[config.mk]
export PLATFORM = sky130hd
export DESIGN_NAME = hashed_timing_wheel_core
export DESIGN_NICKNAME = d
export VERILOG_FILES = /design/src/sv/htw_pkg.sv /design/src/sv/htw_task_mem.sv /design/src/sv/htw_div.sv /design/src/sv/htw_out_buf.sv /design/src/sv/hashed_timing_wheel_core.sv
export SDC_FILE = /design/constraint.sdc
export NUM_CORES = 1
export LEC_CHECK = 0
export ABC_AREA = 1
export BUFFER_PORTS_ARGS = -buffer_cell sky130_fd_sc_hd__buf_2
export CAP_MARGIN = 30
export CELL_PAD_IN_SITES_DETAIL_PLACEMENT = 0
export CELL_PAD_IN_SITES_GLOBAL_PLACEMENT = 1
export CORE_MARGIN = 2
export CORE_UTILIZATION = 40
export DETAILED_ROUTE_END_ITERATION = 10
export GPL_TIMING_DRIVEN = 0
export PLACE_DENSITY = 0.6
export SLEW_MARGIN = 30
export SYNTH_ARGS = -nofsm -noshare
export SYNTH_HDL_FRONTEND = slang
export SYNTH_SLANG_ARGS = --single-unit
[constraint.sdc]
create_clock -name clk_i -period 4.25 [get_ports clk_i]
set_input_delay 0.85 -clock clk_i [delete_from_list [all_inputs] [get_ports clk_i]]
set_output_delay 0.85 -clock clk_i [all_outputs]
set_load 0.05 [all_outputs]
[src/sv/htw_pkg.sv]
// Shared types and constants for the hashed timing wheel core.
// Used by every module of the block; has no dependencies of its own.
package htw_pkg;

  // Default sizes of the wheel and the task table.
  localparam int unsigned WHEEL_SLOTS_DEF  = 10;
  localparam int unsigned TASK_ENTRIES_DEF = 16;

  // Field widths fixed by the channel format.
  localparam int unsigned OPCODE_W = 2;
  localparam int unsigned ID_W     = 4;
  localparam int unsigned PERIOD_W = 16;
  localparam int unsigned TICK_W   = 3;

  // Slot and position width covers the largest supported wheel of 16 slots.
  localparam int unsigned SLOT_W   = 4;
  localparam int unsigned ROUNDS_W = 13;
  localparam logic [ROUNDS_W-1:0] ROUNDS_MAX = '1;
  localparam logic [TICK_W-1:0]   MAX_TICKS  = TICK_W'(4);

  typedef enum logic [OPCODE_W-1:0] {
    OP_TICK  = 2'd0,
    OP_REG   = 2'd1,
    OP_UNREG = 2'd2,
    OP_RSVD  = 2'd3
  } opcode_e;

  // Sequencer states, one-hot.
  typedef enum logic [3:0] {
    ST_IDLE  = 4'b0001,
    ST_REGW  = 4'b0010,
    ST_SCAN  = 4'b0100,
    ST_FLUSH = 4'b1000
  } state_e;

  // Input item.
  typedef struct packed {
    logic [OPCODE_W-1:0] opcode;
    logic [ID_W-1:0]     task_id;
    logic [PERIOD_W-1:0] period;
    logic [TICK_W-1:0]   tick_count;
  } in_t;

  // Result item.
  typedef struct packed {
    logic [ID_W-1:0] expired_task;
    logic            last_of_run;
  } out_t;

  // One task table entry. The reload values are the period split into
  // its slot offset and its round count, kept so that re-arming needs no divide.
  typedef struct packed {
    logic [SLOT_W-1:0]   slot;
    logic [ROUNDS_W-1:0] rounds;
    logic [SLOT_W-1:0]   offset;
    logic [ROUNDS_W-1:0] reload;
  } entry_t;

  // Result of splitting a period by the wheel size.
  typedef struct packed {
    logic                valid;
    logic [SLOT_W-1:0]   offset;
    logic [ROUNDS_W-1:0] reload;
  } div_res_t;

  // Expiry handed from the sequencer to the output buffer.
  typedef struct packed {
    logic            valid;
    logic [ID_W-1:0] id;
  } push_req_t;

  // Output buffer status back to the sequencer.
  typedef struct packed {
    logic push_ready;
    logic flush_done;
  } ob_stat_t;

endpackage

[src/sv/htw_task_mem.sv]
// Task table memory: one write port, one read port, registered read data.
// Depends on htw_pkg for the entry type.
module htw_task_mem #(
  parameter int unsigned Depth = htw_pkg::TASK_ENTRIES_DEF,
  parameter int unsigned IdxW  = (Depth > 1) ? $clog2(Depth) : 1
) (
  input  logic              clk_i,
  input  logic              we_i,
  input  logic [IdxW-1:0]   waddr_i,
  input  htw_pkg::entry_t   wdata_i,
  input  logic              re_i,
  input  logic [IdxW-1:0]   raddr_i,
  output htw_pkg::entry_t   rdata_o
);
  import htw_pkg::*;

  entry_t mem_q [Depth];
  entry_t rdata_q;

  // Write port.
  always_ff @(posedge clk_i) begin
    if (we_i) begin
      mem_q[waddr_i] <= wdata_i;
    end
  end

  // Read port; a write to the same entry in the same cycle is forwarded.
  always_ff @(posedge clk_i) begin
    if (re_i) begin
      if (we_i && (waddr_i == raddr_i)) begin
        rdata_q <= wdata_i;
      end else begin
        rdata_q <= mem_q[raddr_i];
      end
    end
  end

  assign rdata_o = rdata_q;

endmodule

[src/sv/htw_div.sv]
// Splits a period into slot offset and round count by the wheel size.
// Two stages: reciprocal multiply, then one correction step. Uses htw_pkg.
module htw_div #(
  parameter int unsigned WheelSlots = htw_pkg::WHEEL_SLOTS_DEF
) (
  input  logic                          clk_i,
  input  logic                          rst_ni,
  input  logic                          start_i,
  input  logic [htw_pkg::PERIOD_W-1:0]  period_i,
  output htw_pkg::div_res_t             res_o
);
  import htw_pkg::*;

  localparam int unsigned Recip = (1 << PERIOD_W) / WheelSlots;
  localparam logic [PERIOD_W-1:0] RecipC = PERIOD_W'(Recip);
  localparam logic [SLOT_W:0]     SlotsC = (SLOT_W + 1)'(WheelSlots);

  logic                    v1_q, v2_q;
  logic [2*PERIOD_W-1:0]   prod_q;
  logic [PERIOD_W-1:0]     per_q;
  logic [SLOT_W-1:0]       offset_q;
  logic [ROUNDS_W-1:0]     reload_q;

  logic [PERIOD_W-1:0]        quot, quot_c;
  logic [PERIOD_W+SLOT_W:0]   qs, rem_full;
  logic [SLOT_W:0]            rem, rem_c;
  logic [ROUNDS_W-1:0]        reload_d;

  // Valid pipeline.
  always_ff @(posedge clk_i or negedge rst_ni) begin
    if (!rst_ni) begin
      v1_q <= 1'b0;
      v2_q <= 1'b0;
    end else begin
      v1_q <= start_i;
      v2_q <= v1_q;
    end
  end

  // Stage one: the estimate is the true quotient or one below it.
  always_ff @(posedge clk_i) begin
    if (start_i) begin
      prod_q <= period_i * RecipC;
      per_q  <= period_i;
    end
  end

  // Stage two: remainder, one correction, saturate the round count.
  always_comb begin
    quot     = prod_q[2*PERIOD_W-1:PERIOD_W];
    qs       = quot * SlotsC;
    rem_full = {{(SLOT_W + 1){1'b0}}, per_q} - qs;
    rem      = rem_full[SLOT_W:0];
    if (rem >= SlotsC) begin
      quot_c = quot + PERIOD_W'(1);
      rem_c  = rem - SlotsC;
    end else begin
      quot_c = quot;
      rem_c  = rem;
    end
    if (quot_c > PERIOD_W'(ROUNDS_MAX)) begin
      reload_d = ROUNDS_MAX;
    end else begin
      reload_d = quot_c[ROUNDS_W-1:0];
    end
  end

  always_ff @(posedge clk_i) begin
    if (v1_q) begin
      offset_q <= rem_c[SLOT_W-1:0];
      reload_q <= reload_d;
    end
  end

  assign res_o.valid  = v2_q;
  assign res_o.offset = offset_q;
  assign res_o.reload = reload_q;

endmodule

[src/sv/htw_out_buf.sv]
// Result buffer: holds the latest expiry back until the next one or the end
// of the batch decides its last flag, then presents it on the output channel.
// Uses htw_pkg.
module htw_out_buf (
  input  logic                clk_i,
  input  logic                rst_ni,
  input  htw_pkg::push_req_t  push_i,
  input  logic                flush_i,
  output htw_pkg::ob_stat_t   stat_o,
  output logic                out_valid_o,
  input  logic                out_ready_i,
  output htw_pkg::out_t       out_o
);
  import htw_pkg::*;

  logic            pend_valid_q;
  logic [ID_W-1:0] pend_id_q;
  logic            out_valid_q;
  out_t            out_q;

  logic out_free;
  logic load_out;
  logic load_last;

  // The output register can take a new item when empty or being drained.
  assign out_free  = !out_valid_q || out_ready_i;
  assign load_out  = pend_valid_q && out_free && (push_i.valid || flush_i);
  assign load_last = flush_i && !push_i.valid;

  assign stat_o.push_ready = !pend_valid_q || out_free;
  assign stat_o.flush_done = !pend_valid_q || out_free;

  // Pending expiry.
  always_ff @(posedge clk_i or negedge rst_ni) begin
    if (!rst_ni) begin
      pend_valid_q <= 1'b0;
    end else if (push_i.valid && stat_o.push_ready) begin
      pend_valid_q <= 1'b1;
    end else if (load_out) begin
      pend_valid_q <= 1'b0;
    end
  end

  always_ff @(posedge clk_i) begin
    if (push_i.valid && stat_o.push_ready) begin
      pend_id_q <= push_i.id;
    end
  end

  // Output register.
  always_ff @(posedge clk_i or negedge rst_ni) begin
    if (!rst_ni) begin
      out_valid_q <= 1'b0;
    end else if (load_out) begin
      out_valid_q <= 1'b1;
    end else if (out_ready_i) begin
      out_valid_q <= 1'b0;
    end
  end

  always_ff @(posedge clk_i) begin
    if (load_out) begin
      out_q.expired_task <= pend_id_q;
      out_q.last_of_run  <= load_last;
    end
  end

  assign out_valid_o = out_valid_q;
  assign out_o       = out_q;

endmodule

[src/sv/hashed_timing_wheel_core.sv]
// Hashed timing wheel core: a periodic timer table with a task memory,
// a period divider and a result buffer. Uses htw_pkg and all htw_ modules.
//
// Usage: items enter on in_valid_i/in_ready_o/in_i. A register item arms a
// task, an unregister item disarms it, a tick item advances the wheel by
// 1 to 4 ticks and reports each expiring task on out_valid_o/out_ready_i/
// out_o, in ascending task id within a tick, with last_of_run set on the
// final expiry of that tick item. Items producing no expiries produce no
// result items.
// Steps: unregister acts when accepted; register passes the accept
// and two divider stages, the table written in the last. A tick item
// scans all table entries once per tick: the scan reads one table
// entry per cycle from the task memory unless an expiry stalls it,
// with its read-modify-write pipelined one entry behind the read,
// and then the held last expiry is released.
// Reset clears all valid bits and the wheel position; the table needs no
// clearing pass. A stalled output receiver holds the scan only when an
// expiry finds both the pending and the output register occupied, and the
// release of the last expiry waits the same way; a new item is accepted
// while the final result still waits in the output register.
module hashed_timing_wheel_core #(
  parameter int unsigned WheelSlots  = htw_pkg::WHEEL_SLOTS_DEF,
  parameter int unsigned TaskEntries = htw_pkg::TASK_ENTRIES_DEF
) (
  input  logic           clk_i,
  input  logic           rst_ni,
  input  logic           in_valid_i,
  output logic           in_ready_o,
  input  htw_pkg::in_t   in_i,
  output logic           out_valid_o,
  input  logic           out_ready_i,
  output htw_pkg::out_t  out_o
);
  import htw_pkg::*;

  localparam int unsigned IdxW = (TaskEntries > 1) ? $clog2(TaskEntries) : 1;
  localparam logic [IdxW-1:0]   LastIdx  = IdxW'(TaskEntries - 1);
  localparam logic [SLOT_W-1:0] LastPos  = SLOT_W'(WheelSlots - 1);
  localparam logic [SLOT_W:0]   SlotsC   = (SLOT_W + 1)'(WheelSlots);

  state_e state_q, state_d;

  logic [TaskEntries-1:0] valid_q;
  logic [SLOT_W-1:0]      pos_q;
  logic [IdxW-1:0]        reg_idx_q;

  logic [IdxW-1:0]        rd_idx_q;
  logic [TICK_W-1:0]      rd_ticks_q;
  logic                   ev_valid_q;
  logic [IdxW-1:0]        ev_idx_q;
  logic [TICK_W-1:0]      ev_ticks_q;

  logic                   accept;
  logic [IdxW+ID_W-1:0]   id_wide;
  logic [IdxW-1:0]        id_addr;
  logic                   id_in_range;
  logic [TICK_W-1:0]      ticks_clamped;
  logic                   start_reg;
  logic                   start_tick;
  logic                   do_unreg;

  div_res_t               div_res;
  entry_t                 rd_data;
  entry_t                 wr_data;
  logic                   mem_we;
  logic [IdxW-1:0]        mem_waddr;
  logic                   rd_en;

  logic                   hit;
  logic                   fire;
  logic                   stall;
  logic                   ev_step;
  logic                   tick_end;
  logic [SLOT_W:0]        rearm_sum;
  logic [SLOT_W-1:0]      rearm_slot;
  logic [SLOT_W:0]        place_sum;
  logic [SLOT_W-1:0]      place_slot;
  logic [IdxW+ID_W-1:0]   ev_wide;

  push_req_t              push;
  ob_stat_t               ob_stat;

  // Input decode.
  assign in_ready_o    = (state_q == ST_IDLE);
  assign accept        = in_valid_i && in_ready_o;
  assign id_wide       = {{IdxW{1'b0}}, in_i.task_id};
  assign id_addr       = id_wide[IdxW-1:0];
  assign id_in_range   = (id_wide < (IdxW + ID_W)'(TaskEntries));
  assign ticks_clamped = (in_i.tick_count > MAX_TICKS) ? MAX_TICKS : in_i.tick_count;
  assign start_reg     = accept && (in_i.opcode == OP_REG) && id_in_range;
  assign do_unreg      = accept && (in_i.opcode == OP_UNREG) && id_in_range;
  assign start_tick    = accept && (in_i.opcode == OP_TICK) && (ticks_clamped != '0);

  // Period divider for register items.
  htw_div #(
    .WheelSlots (WheelSlots)
  ) u_div (
    .clk_i    (clk_i),
    .rst_ni   (rst_ni),
    .start_i  (start_reg),
    .period_i (in_i.period),
    .res_o    (div_res)
  );

  // Evaluation of the registered entry read by the scan.
  assign hit   = ev_valid_q && (state_q == ST_SCAN) && valid_q[ev_idx_q]
                 && (rd_data.slot == pos_q);
  assign fire  = hit && (rd_data.rounds == '0);
  assign stall = fire && !ob_stat.push_ready;
  assign ev_step  = ev_valid_q && (state_q == ST_SCAN) && !stall;
  assign tick_end = ev_step && (ev_idx_q == LastIdx);

  // Re-armed slot: offset plus current position, wrapped once.
  assign rearm_sum  = {1'b0, rd_data.offset} + {1'b0, pos_q};
  assign rearm_slot = (rearm_sum >= SlotsC) ? SLOT_W'(rearm_sum - SlotsC)
                                            : rearm_sum[SLOT_W-1:0];
  assign place_sum  = {1'b0, div_res.offset} + {1'b0, pos_q};
  assign place_slot = (place_sum >= SlotsC) ? SLOT_W'(place_sum - SlotsC)
                                            : place_sum[SLOT_W-1:0];

  // Table write port: register writes a new entry, the scan updates in place.
  always_comb begin
    mem_we    = 1'b0;
    mem_waddr = ev_idx_q;
    wr_data   = rd_data;
    if ((state_q == ST_REGW) && div_res.valid) begin
      mem_we         = 1'b1;
      mem_waddr      = reg_idx_q;
      wr_data.slot   = place_slot;
      wr_data.rounds = div_res.reload;
      wr_data.offset = div_res.offset;
      wr_data.reload = div_res.reload;
    end else if (hit && !stall) begin
      mem_we = 1'b1;
      if (fire) begin
        wr_data.slot   = rearm_slot;
        wr_data.rounds = rd_data.reload;
      end else begin
        wr_data.rounds = rd_data.rounds - ROUNDS_W'(1);
      end
    end
  end

  assign rd_en = (state_q == ST_SCAN) && (rd_ticks_q != '0) && !stall;

  htw_task_mem #(
    .Depth (TaskEntries),
    .IdxW  (IdxW)
  ) u_mem (
    .clk_i   (clk_i),
    .we_i    (mem_we),
    .waddr_i (mem_waddr),
    .wdata_i (wr_data),
    .re_i    (rd_en),
    .raddr_i (rd_idx_q),
    .rdata_o (rd_data)
  );

  // Expiries go to the result buffer.
  assign ev_wide    = {{ID_W{1'b0}}, ev_idx_q};
  assign push.valid = fire;
  assign push.id    = ev_wide[ID_W-1:0];

  htw_out_buf u_out (
    .clk_i       (clk_i),
    .rst_ni      (rst_ni),
    .push_i      (push),
    .flush_i     (state_q == ST_FLUSH),
    .stat_o      (ob_stat),
    .out_valid_o (out_valid_o),
    .out_ready_i (out_ready_i),
    .out_o       (out_o)
  );

  // Sequencer.
  always_comb begin
    state_d = state_q;
    case (state_q)
      ST_IDLE: begin
        if (start_reg) begin
          state_d = ST_REGW;
        end else if (start_tick) begin
          state_d = ST_SCAN;
        end
      end
      ST_REGW: begin
        if (div_res.valid) begin
          state_d = ST_IDLE;
        end
      end
      ST_SCAN: begin
        if (tick_end && (ev_ticks_q == TICK_W'(1))) begin
          state_d = ST_FLUSH;
        end
      end
      ST_FLUSH: begin
        if (ob_stat.flush_done) begin
          state_d = ST_IDLE;
        end
      end
      default: begin
        state_d = ST_IDLE;
      end
    endcase
  end

  always_ff @(posedge clk_i or negedge rst_ni) begin
    if (!rst_ni) begin
      state_q <= ST_IDLE;
    end else begin
      state_q <= state_d;
    end
  end

  // Register target index.
  always_ff @(posedge clk_i) begin
    if (start_reg) begin
      reg_idx_q <= id_addr;
    end
  end

  // Valid bits.
  always_ff @(posedge clk_i or negedge rst_ni) begin
    if (!rst_ni) begin
      valid_q <= '0;
    end else if (do_unreg) begin
      valid_q[id_addr] <= 1'b0;
    end else if ((state_q == ST_REGW) && div_res.valid) begin
      valid_q[reg_idx_q] <= 1'b1;
    end
  end

  // Read side of the scan.
  always_ff @(posedge clk_i or negedge rst_ni) begin
    if (!rst_ni) begin
      rd_idx_q   <= '0;
      rd_ticks_q <= '0;
    end else if (start_tick) begin
      rd_idx_q   <= '0;
      rd_ticks_q <= ticks_clamped;
    end else if (rd_en) begin
      if (rd_idx_q == LastIdx) begin
        rd_idx_q   <= '0;
        rd_ticks_q <= rd_ticks_q - TICK_W'(1);
      end else begin
        rd_idx_q <= rd_idx_q + IdxW'(1);
      end
    end
  end

  // Evaluate side of the scan and the wheel position.
  always_ff @(posedge clk_i or negedge rst_ni) begin
    if (!rst_ni) begin
      ev_valid_q <= 1'b0;
      ev_idx_q   <= '0;
      ev_ticks_q <= '0;
      pos_q      <= '0;
    end else begin
      if (start_tick) begin
        ev_valid_q <= 1'b0;
        ev_ticks_q <= ticks_clamped;
      end else if (!stall) begin
        ev_valid_q <= rd_en;
        ev_idx_q   <= rd_idx_q;
      end
      if (tick_end) begin
        ev_ticks_q <= ev_ticks_q - TICK_W'(1);
        pos_q      <= (pos_q == LastPos) ? '0 : pos_q + SLOT_W'(1);
      end
    end
  end

  // A stalled expiry keeps its entry in the evaluate stage.
  a_stall_holds: assert property (@(posedge clk_i) disable iff (!rst_ni)
    stall |=> (ev_valid_q && $stable(ev_idx_q)))
    else $error("stalled scan entry was not held");

  // The scan is fully drained whenever new items are taken.
  a_idle_drained: assert property (@(posedge clk_i) disable iff (!rst_ni)
    (state_q == ST_IDLE) |-> (!ev_valid_q && (rd_ticks_q == '0)))
    else $error("scan pipeline busy while idle");

  // The wheel position stays inside the wheel.
  a_pos_range: assert property (@(posedge clk_i) disable iff (!rst_ni)
    {1'b0, pos_q} < SlotsC)
    else $error("wheel position out of range");

  // Expiries are only raised during a scan.
  a_push_in_scan: assert property (@(posedge clk_i) disable iff (!rst_ni)
    push.valid |-> (state_q == ST_SCAN))
    else $error("expiry outside of a scan");

endmodule

**Word level (Yosys, flattened, before mapping)**

Memories as Yosys holds them, arrays and structs flattened. A register that Yosys moved wholly into a read port is not among the register bits.
Cells that the tools add are included.

- Register bits: 107
- Bits in writable memories: 544
- Memories: 1

- $add $sub $neg: 12
- Multiply operators: 2
- Order comparisons: 11
- Eq/ne operators: 16
- Multiplexer cells: 44
- Bitwise operators: 5
- Reductions and logical operators: 46

Memories:

| memory | depth | bits a word | rd ports | clocked after Yosys merged registers in | wr ports | line | text |
|---|---|---|---|---|---|---|---|
| u_mem.mem_q | 16 | 34 | 1 | 1 | 1 | htw_task_mem.sv:17 | `entry_t mem_q [Depth];` |

Operator list:

| operator | count |
|---|---|
| 2-to-1 mux 4 bit | 14 |
| 2-to-1 mux 17 bit | 3 |
| 2-to-1 mux 16 bit | 3 |
| multiplier 16 x 13 -> 29 bit, second input constant | 1 |
| logical AND 1 bit | 25 |
| < comparator 4 x 5 -> 1 bit, second input constant | 4 |
| 2-to-1 mux 3 bit | 6 |
| AND 16 bit | 1 |
| == test 4 bit, second input constant | 4 |
| > comparator 16 x 13 -> 1 bit, second input constant | 1 |
| inverter 16 bit | 1 |
| bitwise OR 16 bit | 1 |
| case mux 4 bit (4 select lines) | 1 |
| greater-or-equal comparator 5 x 4 -> 1 bit, second input constant | 3 |
| adder 13 x 1 -> 14 bit, second input constant | 1 |
| zero test 13 bit | 1 |
| multiplier 13 x 3 -> 4 bit, second input constant | 1 |
| 2-to-1 mux 1 bit | 13 |
| 2-to-1 mux 13 bit | 1 |
| subtractor 13 x 1 -> 13 bit, second input constant | 1 |
| nonzero test 2 bit | 6 |
| subtractor 4 bit, second input constant | 3 |
| adder 4 x 4 -> 5 bit | 2 |
| adder 4 x 1 -> 4 bit, second input constant | 2 |
| 23 further kinds | 37 |

**Depth between registers and ports, before layout**

- Word-level depth: 12
- Mapped depth: 19
- Mapped depth without buffers: 19

**By module**

Synthesis repeated with hierarchy kept, for this count alone.

- Cells, all modules: 3306
- Area, all modules: 33494.6 sq um

Modules (own cells, without submodules):

| module | times used | cells an instance | area each (sq um) |
|---|---|---|---|
| htw_task_mem | 1 | 1980 | 23442.5 |
| htw_div | 1 | 665 | 5713.0 |
| hashed_timing_wheel_core | 1 | 635 | 3940.0 |
| htw_out_buf | 1 | 26 | 399.1 |

**Worst setup path after synthesis**

Ideal clock, no wire load.

- Kind: in2reg
- Start point: input port in_i[14] (netlist name)
- End point: register u_div.prod_q[27] (data pin)
- Library setup time: 0.258 ns
- Data arrival time: 4.589 ns
- Data required time: 3.992 ns
- Path slack: -0.597 ns
- Cell stages on the path: 17
- Path buffers: 0
- Path through: ha_1 > fa_1 > inv_1 > fa_1 > inv_1 > fa_1 > inv_1 > fa_1 > inv_1 > ha_1 > nand2_1 > o21ai_0 > a221oi_1 > nand3_1 > nand2_1 > nand2_1 > xor2_1

- Word-level cells in the longest chain between the ends: 1

Ends and longest elaborated chain:

| element | line | text |
|---|---|---|
| start, declared | hashed_timing_wheel_core.sv:29 | `input htw_pkg::in_t in_i,` |
| multiplier 16 x 13 -> 29 bit | htw_div.sv:43 | `prod_q <= period_i * RecipC;` |
| end signal, assigned | htw_div.sv:43 |  |
| end, declared | htw_div.sv:19 | `logic [2*PERIOD_W-1:0] prod_q;` |

Every way passes these cells.
A chain may end at the register's enable or synchronous reset.

**Worst setup path after layout**

- Start point: input port in_i[15] (netlist name)
- End point: register u_div.prod_q[27] (data pin)

Same word-level chain as after synthesis.

==> results.tsv <==
stage	metric	value	unit
status	violations	negative setup slack	
grt	grt.total_usage	0.2381	
timing	min_period	4.272	ns
yosys	synthArstFlopShare	0.06428	
grt	grt_max_degree	44	
yosys	yosysUniqueCellTypes	50	
yosys	synth_area_per_cell	11.24	sq um
grt	top_usage_layer	met2	
yosys	synth_warnings	0	
status	outcome	complete, but fails checks	
place	place_inst	3957	
place	port_buffers	35	
grt	grt_pass1_vias	22040	
min_path	hold_class	input port to asynchronous set/reset pin	
drt	final_antenna_net_count	0	
grt	grt.met1_usage	0.3312	
timing	final-setup-viol-count	1	
timing	rsz0062_at_grt	true	
drt	viasPerCell	5.446	
floorplanning	fp.dieH	286.1	microns
worst_setup_path	worstPathArrival	4.62	ns
timing	worstMarginPinSlew	1.071	ns
yosys	syn-num-nets	3047	
yosys	netlist.area_leader.share	0.5904	
grt	use_met3	0.02997	
yosys	syn_inst	2833	
flow_run	drv_cap	0	
floorplanning	ioPinCount	36	
place	dpl_cell_area	34720	sq um
drt	avgRoutedWirePerCell	23.77	microns
power	p_leak	0.01384	uW
floorplanning	rows	103	
clock_tree	numCtsBuffers	74	
worst_setup_path	end_kind	flip-flop	
floorplanning	die-area	81880	sq um
worst_setup_path	ff2ff_path_depth	10	
floorplanning	initial_core_util	0.4037	
clock_tree	cts_tree	built	
clock_tree	clock_path_buffers	3	
worst_setup_path	crit_fanout	5	
drt	drtIter0Drc	2202	
yosys	synth_top_cell_by_area	edfxtp_1	
yosys	synthTopCellsByArea	edfxtp_1, o21ai_0, nand2_1	
worst_setup_path	path_class	input port to flip-flop	
clock_tree	cts.sinks	669	
yosys	synth_area	31840	sq um
power	peakVddDrop	0.3305	mV
worst_setup_path	crit_required	4.60	ns
floorplanning	die_w	286.1	microns
drt	dr_total_vias	22350	
final_layout	final_area	37390	sq um
timing	skew	0.02897	ns
place	gp_congestion	0.8677	
final_layout	finalNonFillerCells	4103	
final_layout	area.growth.synth_to_final	17.41	%
drt	drcViolationCount	0	
grt	grt_pass1_wl	144.1	mm
clock_tree	htree_levels	3	
yosys	synth-seq-cells	669	
timing	max_freq	234.1	MHz
yosys	synth_common_cells	edfxtp_1, nand2_1, nor2_1	
drt	routed_wl	97.51	mm
final_layout	drive_gt1_frac	0.1019	
clock_tree	clk_pin_slew	0.05	ns
clock_tree	root_buffer	clkbuf_16	
yosys	yosysMostFrequentCell	edfxtp_1	
drt	drtPass1Iterations	5	
floorplanning	core_area	78870	sq um
timing	finalWorstSetupSlack	-0.02223	ns
final_layout	num-fill-cells	7267	
yosys	ys_seq_area_frac	0.6242	
power	p_total	23960	uW
place	dp_hpwl	70.06	mm
grt	grt_use_met2	0.3811	
grt	antenna_found_initial	3	
place	place_worst_setup_slack	-0.7172	ns
worst_setup_path	startpoint_type	input port	
grt	overflow	0	
yosys	synthFlopType	edfxtp_1	
clock_tree	clk_latency	0.63	ns
timing	maxSlewHeadroom	0.2862	
yosys	synth_edf_count	626	
timing	slew_viol_final	0	
final_layout	layout.nets	3209	
power	powerDensity	640.8	nW/um^2
timing	fin_crit_sh	1.005	
timing	final-hold-violation-count	0	
## per-stage QoR
stage          setup TNS, ns    util  hold WS [ns]
6_report            -0.02223  0.4740        0.2297
5_1_grt              -0.2652  0.4740        0.2566
3_5_place_dp          -7.798  0.4402        0.4159
3_3_place_gp         -874.29  0.4274        0.4140
4_1_cts                    0  0.4708        0.2287
2_1_floorplan        -0.6975       -        0.4003
## worst max-delay path, cell delays in order
cell	delay, ns
buf_12	0.11
ha_4	0.24
fa_1	0.52
inv_1	0.05
fa_1	0.47
inv_1	0.05
fa_1	0.53
inv_2	0.06
fa_2	0.56
inv_2	0.05
ha_4	0.25
nand2_4	0.07
o21ai_2	0.07
a221oi_2	0.33
nand3_4	0.13
nand2_2	0.08
nand2_2	0.06
xor2_2	0.14
## area by class of cell
type / instances / area [sq um] / area share
Buffer: 129 / 505.5 / 0.01352
Clock inverter: 37 / 399.1 / 0.01068
Inverter: 221 / 829.5 / 0.02219
Multi-Input combinational cell: 1814 / 11250 / 0.3008
Tap cell: 1050 / 1314 / 0.03514
Timing Repair Buffer: 86 / 1236 / 0.03307
Clock buffer: 96 / 1977 / 0.05288
Antenna cell: 1 / 2.502 / 0.00006693
Sequential cell: 669 / 19880 / 0.5316
## report_power, final
| part | internal, uW | switching [uW] |
|---|---|---|
| Sequential | 7670 | 184 |
| Combinational | 3120 | 6620 |
| Clock | 3730 | 2640 |
## worst paths after layout
check	from	end	slack (ns)
min in group clk_i	u_out.pend_id_q[3]	u_out.out_o[4]	0.43
max reg2reg	rd_idx_q[0]	u_mem.rdata_o[33]	0
min	rst_ni	valid_q[0]	0.23
max in group asynchronous	rst_ni	pos_q[3]	3.61
min reg2reg	u_out.pend_id_q[3]	u_out.out_o[4]	0.43
max	in_i[15]	u_div.prod_q[27]	-0.02
## repair_timing
action / in CTS / in global routing
resized for setup: 9 / 53
buffers inserted: 1 / 11
hold buffers: 0 / 0
pin swaps: 4 / 34
endpoints found under the setup margin: 6 / 10
## cell usage in the layout (no fill, tap or decap), types with 12 or more instances in the layout
master	netlist	layout
buf_16	0	25
inv_2	3	12
nand2_1	454	444
dfrtp_1	42	42
ha_4	0	21
clkbuf_16	0	76
ha_1	128	104
buf_6	0	14
o221ai_1	50	50
nor2_4	2	20
clkinv_1	2	14
nor3_1	17	14
clkbuf_1	113	133
fa_1	57	56
nor2_1	351	333
a21oi_2	1	12
inv_1	216	207
nand3_1	140	138
o211ai_1	21	21
o21ai_0	345	332
o22ai_1	88	88
buf_2	8	29
edfxtp_1	626	626
xor2_1	44	42
a21oi_1	35	23
nand4_1	20	20
buf_4	3	19
## kinds of logic (layout without fill, tap and decap cells)
kind of cell               Yosys count  in the layout  share of synthesized area
and+or+nand+nor                   1006           1006                     0.1294
DFF                                669            669                     0.6242
AOI/OAI and AO/OA                  568            568                     0.1033
buffers and inverters              350            569                    0.04193
adders and majority gates          185            185                    0.08613
xor gates and xnor gates            55             55                    0.01513
other                                0              1                          0
## metal layers
| metal | vias up | wire, microns |
|---|---|---|
| met3 | 154 | 5081 |
| met2 | 669 | 45280 |
| met5 | - | 0 |
| met1 | 11170 | 43460 |
| li1 | 10360 | - |
| met4 | 0 | 3692 |
## registers in the layout (all words and copies together) (netlist names), 3 cells and up
| name | cells |
|---|---|
| u_div.prod_q | 13 |
| state_q | 4 |
| valid_q | 16 |
| rd_ticks_q | 3 |
| u_mem.rdata_o | 34 |
| u_div.per_q | 5 |
| pos_q | 4 |
| u_div.offset_q | 4 |
| u_mem.mem_q | 544 |
| rd_idx_q | 4 |
| ev_ticks_q | 3 |
| u_out.pend_id_q | 4 |
| u_div.reload_q | 13 |
| u_out.out_o | 5 |
| reg_idx_q | 4 |
| ev_idx_q | 4 |
Power figures use the tool's default switching activity.
